## config.mk

```make
export PLATFORM = sky130hd
export DESIGN_NAME = text_to_unsigned_parser
export DESIGN_NICKNAME = d
export VERILOG_FILES = /design/src/rtl/core/ttu_pkg.sv /design/src/rtl/core/ttu_step.sv /design/src/rtl/core/text_to_unsigned_parser.sv
export SDC_FILE = /design/constraint.sdc
export NUM_CORES = 1
export LEC_CHECK = 0
export BUFFER_PORTS_ARGS = -buffer_cell sky130_fd_sc_hd__buf_2
export CAP_MARGIN = 20
export CORE_ASPECT_RATIO = 0.5
export CORE_MARGIN = 2
export CORE_UTILIZATION = 40
export CTS_BUF_LIST = sky130_fd_sc_hd__clkbuf_8
export CTS_CLUSTER_SIZE = 12
export DETAILED_ROUTE_END_ITERATION = 12
export HOLD_SLACK_MARGIN = 0.12
export SETUP_SLACK_MARGIN = 0.02
export SYNTH_ARGS = -nofsm -noshare
export SYNTH_HDL_FRONTEND = slang
export SYNTH_SLANG_ARGS = --single-unit
```

## constraint.sdc

```tcl
create_clock -name clk -period 7.9 [get_ports clk]
set_clock_uncertainty 0.1 [all_clocks]
set_input_delay 0.395 -clock clk [delete_from_list [all_inputs] [get_ports clk]]
set_output_delay 0.395 -clock clk [all_outputs]
set_load 0.05 [all_outputs]
```

## src/rtl/core/ttu_pkg.sv

```systemverilog
`default_nettype none

package ttu_pkg;

  // word width of the converted number
  localparam int WORD_BITS = 64;
  localparam int RADIX_BITS = 6;
  localparam int PROD_BITS = WORD_BITS + RADIX_BITS;

  // radix after reset
  localparam logic [RADIX_BITS-1:0] RADIX_RESET = 6'd10;
  localparam logic [RADIX_BITS-1:0] RADIX_OCT = 6'd8;
  localparam logic [RADIX_BITS-1:0] RADIX_DEC = 6'd10;
  localparam logic [RADIX_BITS-1:0] RADIX_HEX = 6'd16;
  localparam logic [RADIX_BITS-1:0] RADIX_AUTO = 6'd0;

  // parse phase codes
  localparam logic [2:0] PH_DONE = 3'd0;
  localparam logic [2:0] PH_BLANK = 3'd1;
  localparam logic [2:0] PH_SIGNED = 3'd2;
  localparam logic [2:0] PH_ZERO = 3'd3;
  localparam logic [2:0] PH_DIGITS = 3'd4;

  // character codes
  localparam logic [7:0] CH_TAB = 8'h09;
  localparam logic [7:0] CH_SPACE = 8'h20;
  localparam logic [7:0] CH_PLUS = 8'h2B;
  localparam logic [7:0] CH_MINUS = 8'h2D;
  localparam logic [7:0] CH_ZERO = 8'h30;
  localparam logic [7:0] CH_NINE = 8'h39;
  localparam logic [7:0] CH_UPPER_A = 8'h41;
  localparam logic [7:0] CH_UPPER_X = 8'h58;
  localparam logic [7:0] CH_UPPER_Z = 8'h5A;
  localparam logic [7:0] CH_LOWER_A = 8'h61;
  localparam logic [7:0] CH_LOWER_X = 8'h78;
  localparam logic [7:0] CH_LOWER_Z = 8'h7A;
  localparam logic [7:0] UPPER_BIAS = 8'h37;  // 'A' - 10
  localparam logic [7:0] LOWER_BIAS = 8'h57;  // 'a' - 10

  // input word
  typedef struct packed {
    logic [7:0] char_code;
    logic       start_req;
  } in_word_t;

  // result word
  typedef struct packed {
    logic [63:0] value;
    logic        overflowed;
  } out_word_t;

  // parse state carried from byte to byte
  typedef struct packed {
    logic [2:0]            phase;
    logic [WORD_BITS-1:0]  acc;
    logic                  negative;
    logic                  ovf;
    logic [RADIX_BITS-1:0] radix;
  } parse_state_t;

endpackage

`default_nettype wire

```

## src/rtl/core/ttu_step.sv

```systemverilog
`default_nettype none

module ttu_step (
  input  wire ttu_pkg::parse_state_t            state_cur,
  input  wire ttu_pkg::in_word_t                item,
  input  wire logic [ttu_pkg::RADIX_BITS-1:0]   cfg_radix_val,
  output ttu_pkg::parse_state_t                 state_nxt,
  output logic                                  emit,
  output ttu_pkg::out_word_t                    result
);

  ttu_pkg::parse_state_t s;
  logic [7:0] c;
  logic [7:0] diff;
  logic [ttu_pkg::RADIX_BITS-1:0] dval;
  logic is_alnum;
  logic take;
  logic [ttu_pkg::RADIX_BITS-1:0] eb;
  logic [ttu_pkg::PROD_BITS-1:0] prod;
  logic ovf_new;
  logic [ttu_pkg::WORD_BITS-1:0] val_out;

  assign c = item.char_code;

  // digit value of the byte
  always_comb begin
    diff = 8'd0;
    is_alnum = 1'b0;
    if (c >= ttu_pkg::CH_ZERO && c <= ttu_pkg::CH_NINE) begin
      diff = c - ttu_pkg::CH_ZERO;
      is_alnum = 1'b1;
    end else if (c >= ttu_pkg::CH_LOWER_A && c <= ttu_pkg::CH_LOWER_Z) begin
      diff = c - ttu_pkg::LOWER_BIAS;
      is_alnum = 1'b1;
    end else if (c >= ttu_pkg::CH_UPPER_A && c <= ttu_pkg::CH_UPPER_Z) begin
      diff = c - ttu_pkg::UPPER_BIAS;
      is_alnum = 1'b1;
    end
    dval = diff[ttu_pkg::RADIX_BITS-1:0];
  end

  // phase handling, decides whether the byte goes to the digit path
  always_comb begin
    s = state_cur;
    if (item.start_req) begin
      s.phase = ttu_pkg::PH_BLANK;
      s.acc = '0;
      s.negative = 1'b0;
      s.ovf = 1'b0;
      s.radix = cfg_radix_val;
    end
    state_nxt = s;
    take = 1'b0;
    eb = s.radix;
    unique case (s.phase)
      ttu_pkg::PH_BLANK, ttu_pkg::PH_SIGNED: begin
        if (s.phase == ttu_pkg::PH_BLANK &&
            (c == ttu_pkg::CH_SPACE || c == ttu_pkg::CH_TAB)) begin
          state_nxt.phase = ttu_pkg::PH_BLANK;
        end else if (s.phase == ttu_pkg::PH_BLANK && c == ttu_pkg::CH_MINUS) begin
          state_nxt.negative = 1'b1;
          state_nxt.phase = ttu_pkg::PH_SIGNED;
        end else if (s.phase == ttu_pkg::PH_BLANK && c == ttu_pkg::CH_PLUS) begin
          state_nxt.phase = ttu_pkg::PH_SIGNED;
        end else if ((s.radix == ttu_pkg::RADIX_AUTO || s.radix == ttu_pkg::RADIX_HEX) &&
                     c == ttu_pkg::CH_ZERO) begin
          state_nxt.phase = ttu_pkg::PH_ZERO;
        end else begin
          take = 1'b1;
          if (s.radix == ttu_pkg::RADIX_AUTO) begin
            eb = ttu_pkg::RADIX_DEC;
          end
        end
      end
      ttu_pkg::PH_ZERO: begin
        // accumulator is still zero here, the leading zero adds nothing
        if (c == ttu_pkg::CH_LOWER_X || c == ttu_pkg::CH_UPPER_X) begin
          state_nxt.radix = ttu_pkg::RADIX_HEX;
          state_nxt.phase = ttu_pkg::PH_DIGITS;
        end else begin
          take = 1'b1;
          if (s.radix == ttu_pkg::RADIX_AUTO) begin
            eb = ttu_pkg::RADIX_OCT;
          end
        end
      end
      ttu_pkg::PH_DIGITS: begin
        take = 1'b1;
        if (s.radix == ttu_pkg::RADIX_AUTO) begin
          eb = ttu_pkg::RADIX_DEC;
        end
      end
      default: begin
        state_nxt.phase = ttu_pkg::PH_DONE;
      end
    endcase

    // digit path: accumulate or end the number
    emit = 1'b0;
    if (take) begin
      state_nxt.radix = eb;
      if (is_alnum && dval < eb) begin
        state_nxt.phase = ttu_pkg::PH_DIGITS;
        state_nxt.ovf = ovf_new;
        if (!ovf_new) begin
          state_nxt.acc = prod[ttu_pkg::WORD_BITS-1:0];
        end
      end else begin
        state_nxt.phase = ttu_pkg::PH_DONE;
        emit = 1'b1;
      end
    end
  end

  // multiply-accumulate, overflow when the product leaves the word
  assign prod = ttu_pkg::PROD_BITS'(s.acc) * ttu_pkg::PROD_BITS'(eb) +
                ttu_pkg::PROD_BITS'(dval);
  assign ovf_new = s.ovf ||
                   (prod[ttu_pkg::PROD_BITS-1:ttu_pkg::WORD_BITS] != '0);

  // result value
  always_comb begin
    if (s.ovf) begin
      val_out = '1;
    end else if (s.negative) begin
      val_out = ttu_pkg::WORD_BITS'(0) - s.acc;
    end else begin
      val_out = s.acc;
    end
    result.value = 64'(val_out);
    result.overflowed = s.ovf;
  end

endmodule

`default_nettype wire

```

## src/rtl/core/text_to_unsigned_parser.sv

```systemverilog
// Streaming text to unsigned integer converter, one byte per word.
// Input channel (in_valid/in_ready/in_word): a byte and a start flag; the
// start flag opens a new string and samples the radix register.
// Result channel (out_valid/out_ready/out_word): at most one word per string, given
// at the first byte that is not a digit of the base: value and overflow flag.
// Configuration channel (cfg_valid/cfg_ready/cfg_radix): radix, 0 = auto
// octal/decimal/hex; cfg_ready is always high, write only while idle.
// An accepted byte is held in the input register while it is parsed; its
// result is written into the result register when the byte advances.
// Throughput: one byte per cycle while no pending result stalls a byte that
// would produce one, set by the single multiply-accumulate between the input
// register and the result register.
// Reset: radix returns to 10, the parser ignores bytes until a start flag,
// and both registers are empty.
// Stall: a pending result holds the output register; bytes that produce no
// result keep flowing, and a byte that would produce one waits in the input
// register, which then drops in_ready.
`default_nettype none

module text_to_unsigned_parser (
  input  wire                                  clk,
  input  wire                                  rst_n,
  input  wire                                  in_valid,
  output logic                                 in_ready,
  input  wire ttu_pkg::in_word_t               in_word,
  output logic                                 out_valid,
  input  wire                                  out_ready,
  output ttu_pkg::out_word_t                   out_word,
  input  wire                                  cfg_valid,
  output logic                                 cfg_ready,
  input  wire logic [ttu_pkg::RADIX_BITS-1:0]  cfg_radix
);

  logic                            in_valid_r;
  ttu_pkg::in_word_t               in_word_r;
  logic [ttu_pkg::RADIX_BITS-1:0]  radix_r;
  ttu_pkg::parse_state_t           state_r;
  ttu_pkg::parse_state_t           state_nxt;
  logic                            out_valid_r;
  ttu_pkg::out_word_t              out_word_r;
  ttu_pkg::out_word_t              result;
  logic                            emit;
  logic                            advance;

  // per-byte parse logic
  ttu_step u_step (
    .state_cur     (state_r),
    .item          (in_word_r),
    .cfg_radix_val (radix_r),
    .state_nxt     (state_nxt),
    .emit          (emit),
    .result        (result)
  );

  // handshake control
  assign advance = in_valid_r && (!emit || !out_valid_r || out_ready);
  assign in_ready = !in_valid_r || advance;
  assign cfg_ready = 1'b1;
  assign out_valid = out_valid_r;
  assign out_word = out_word_r;

  // radix register
  always_ff @(posedge clk) begin
    if (!rst_n) begin
      radix_r <= ttu_pkg::RADIX_RESET;
    end else if (cfg_valid) begin
      radix_r <= cfg_radix;
    end
  end

  // input register
  always_ff @(posedge clk) begin
    if (!rst_n) begin
      in_valid_r <= 1'b0;
    end else if (in_ready) begin
      in_valid_r <= in_valid;
    end
  end

  always_ff @(posedge clk) begin
    if (in_ready && in_valid) begin
      in_word_r <= in_word;
    end
  end

  // parse state
  always_ff @(posedge clk) begin
    if (!rst_n) begin
      state_r.phase <= ttu_pkg::PH_DONE;
      state_r.acc <= '0;
      state_r.negative <= 1'b0;
      state_r.ovf <= 1'b0;
      state_r.radix <= ttu_pkg::RADIX_AUTO;
    end else if (advance) begin
      state_r <= state_nxt;
    end
  end

  // result register
  always_ff @(posedge clk) begin
    if (!rst_n) begin
      out_valid_r <= 1'b0;
    end else if (advance && emit) begin
      out_valid_r <= 1'b1;
    end else if (out_ready) begin
      out_valid_r <= 1'b0;
    end
  end

  always_ff @(posedge clk) begin
    if (advance && emit) begin
      out_word_r <= result;
    end
  end

endmodule

`default_nettype wire

```

==> impl_metrics.env <==
export IMPL_finalSetupTns_ps=0
export IMPL_cp_end_kind="flip-flop"
export IMPL_die_y_um=168
export IMPL_cp_max_fo=37
export IMPL_synth_cell_types=92
export IMPL_avgViaCountPerCell=5.56
export IMPL_ys_seq_area_frac=0.181
export IMPL_dpl_cell_area_um2=22900
export IMPL_grt_pass1_vias=18000
export IMPL_startpoint="in_word_r[5]"
export IMPL_core_area_um2=52500
export IMPL_clock_sinks=157
export IMPL_drive_gt1_frac=0.139
export IMPL_filler_cell_count=5062
export IMPL_power_leakage_nw=11.2
export IMPL_slew_headroom=0.261
export IMPL_reg2reg_depth=29
export IMPL_status="completed"
export IMPL_timing_fmax_mhz=130
export IMPL_synthArstFlopShare=0
export IMPL_synthToLayoutAreaGrowth_pct=11.4
export IMPL_dr_pass1_iters=5
export IMPL_synthCells=2377
export IMPL_crit_path_start_kind="flip-flop"
export IMPL_cts_tree="done"
export IMPL_synth_edf_count=74
export IMPL_critical_path_required_ps=8240
export IMPL_cp_endpoint="state_r[23]"
export IMPL_worstPathArrival_ps=8030
export IMPL_netlist_top_cells_area="fa_1, and2_1, edfxtp_1, ha_1, dfxtp_1"
export IMPL_synth_flop_cell="dfxtp_1"
export IMPL_hold_start="cfg_valid"
export IMPL_finalInstanceArea_um2=23900
export IMPL_num_rows=59
export IMPL_grt_setup_unrepaired="yes"
export IMPL_post_route_drc_count=0
export IMPL_p_per_area_nw_per_um2=73.8
export IMPL_vias=17600
export IMPL_max_cap_violations=0
export IMPL_timing_reg2reg_setup_slack_ps=210
export IMPL_syn_area_um2=21500
export IMPL_wl_um=63800
export IMPL_cts_buffer_depth=2
export IMPL_dp_cells=3092
export IMPL_yosysTopAreaCellShare=0.235
export IMPL_antenna_found_initial=0
export IMPL_globalRouteOverflowTotal=0
export IMPL_fp_dieW_um=332
export IMPL_routabilityCongestion=0.936
export IMPL_reg2reg_from="in_word_r[5]"
export IMPL_grt_usage=0.231
export IMPL_avgSynthCellArea_um2=9.04
export IMPL_stdcell_count=3158
export IMPL_setup_viol=0
export IMPL_htree_levels=4
export IMPL_nNetsFinal=2876
export IMPL_numCtsBuffers=17
export IMPL_cts_root_buffer="clkbuf_8"
export IMPL_grt_max_degree=65
export IMPL_yosys_top_cells_count="and2_1, nand2_1, fa_1"
export IMPL_synthMostInstantiatedCell="and2_1"
export IMPL_wl_per_cell_um=20.2
export IMPL_timing_final_crit_share=0.973
export IMPL_hold_class="primary input to flip-flop"
export IMPL_io_buffer_count=86
export IMPL_finalCriticalPeriod_ps=7690
export IMPL_crit_slowest_cell="fa_1"
export IMPL_synthesis_nets=2809
export IMPL_diodes=0
export IMPL_yosys_warnings=0
export IMPL_first_iter_violations=1185
export IMPL_ioPinCount=88
export IMPL_yosys_register_bits=157
export IMPL_crit_type="flip-flop to flip-flop"
export IMPL_insertion_delay_ps=520
export IMPL_worstReg2RegEnd="state_r[23]"
export IMPL_finalHoldViolCount=0
export IMPL_cp_slowest_stage_delay_ps=530
export IMPL_start_util=0.409
export IMPL_grt_pass1_wl_um=102000
export IMPL_hpwl_um=48800
export IMPL_ir_drop_mv=0.0782
export IMPL_clk_pin_slew_ps=90
export IMPL_die_area_um2=55700
export IMPL_yosysTopAreaCell="fa_1"
export IMPL_drtAntennaViolNets=0
export IMPL_fin_util=0.456
export IMPL_finalMaxSlewViolations=0
export IMPL_worstMarginPinSlew_ps=1110
worst max-delay path: cells and delay by family, from the launching register on:
| family | cells | cell delay (ps) |
|---|---|---|
| fa+ha+maj | 6 | 2340 |
| buf+inv | 5 | 800 |
| simple gates | 10 | 2020 |
| flops | 1 | 460 |
| compound gates | 7 | 1660 |
| mux | 1 | 180 |
what timing repair did:
item | 4_1_cts | 5_1_grt
pin swaps | 4 | 16
gates resized for setup | 9 | 58
hold buffers | 16 | 0
endpoints found under the hold margin | 16 | 0
gates cloned | 1 | 2
setup endpoints to repair | 64 | 65
buffers inserted | 5 | 11
routing by layer:
metal	up-vias	wire, µm	track usage
li1	8191	-	-
met1	8838	29000	0.314
met2	450	29900	0.377
met3	95	3060	0.0395
met4	0	1780	0.0715
met5	-	0	0
sequential cells by signal, summed over array words and instances (netlist names):
signal      flops
in_valid_r      1
in_word_r       9
out_valid       1
out_word       65
radix_r         6
state_r        75
metrics by stage:
step | hold slack [ps] | setup slack, ps | power, mW
global placement | 359 | -157 | 1.10
global route | 161 | -157 | 1.82
floorplan | 332 | 816 | 1.03
finish | 180 | 210 | 1.77
CTS | 146 | 38.1 | 1.77
detailed placement | 364 | -250 | 1.11
cells by family after synthesis:
logic type,Yosys count,synth area share
DFF,157,0.181
other,1,0.000175
buffers and inverters,250,0.0501
adders and majority gates,412,0.328
muxes,76,0.0356
and+or+nand+nor,930,0.230
AOI/OAI and AO/OA,432,0.126
xor gates and xnor gates,119,0.0485
power breakdown:
group | leakage [nW] | switching, mW | internal [mW]
clock network | 0.200 | 0.356 | 0.298
logic | 9.63 | 0.164 | 0.0702
registers | 1.37 | 0.00974 | 0.867
worst min path at each step:
stage / endpoint / depth (start not counted) / slack [ps]
global route: radix_r[1] / 3 / 160
global placement: state_r[3] / 2 / 360
detailed placement: radix_r[3] / 2 / 360
floorplan: radix_r[3] / 2 / 330
finish: radix_r[1] / 3 / 180
CTS: radix_r[1] / 3 / 150
layout make-up:
class / count / area [µm²] / share of cell area
clock inverters: 13 / 140 / 0.00585
multi-input cells: 1971 / 16900 / 0.705
well taps: 701 / 877 / 0.0366
repair buffers: 224 / 1630 / 0.0680
flip-flops and latches: 157 / 3880 / 0.162
clock buffers: 19 / 262 / 0.0109
inverters: 73 / 274 / 0.0114
placed cells by master (no fill, tap or decap), types with 82 or more instances in the layout:
cell / Yosys / layout
dfxtp_1: 83 / 82
a21oi_1: 177 / 167
fa_1: 252 / 252
and2_1: 366 / 365
buf_2: 9 / 86
nor2_1: 108 / 102
buf_4: 1 / 112
nand2_1: 268 / 267
xor2_1: 83 / 83
ha_1: 160 / 145
Power figures use the tool's default switching activity.
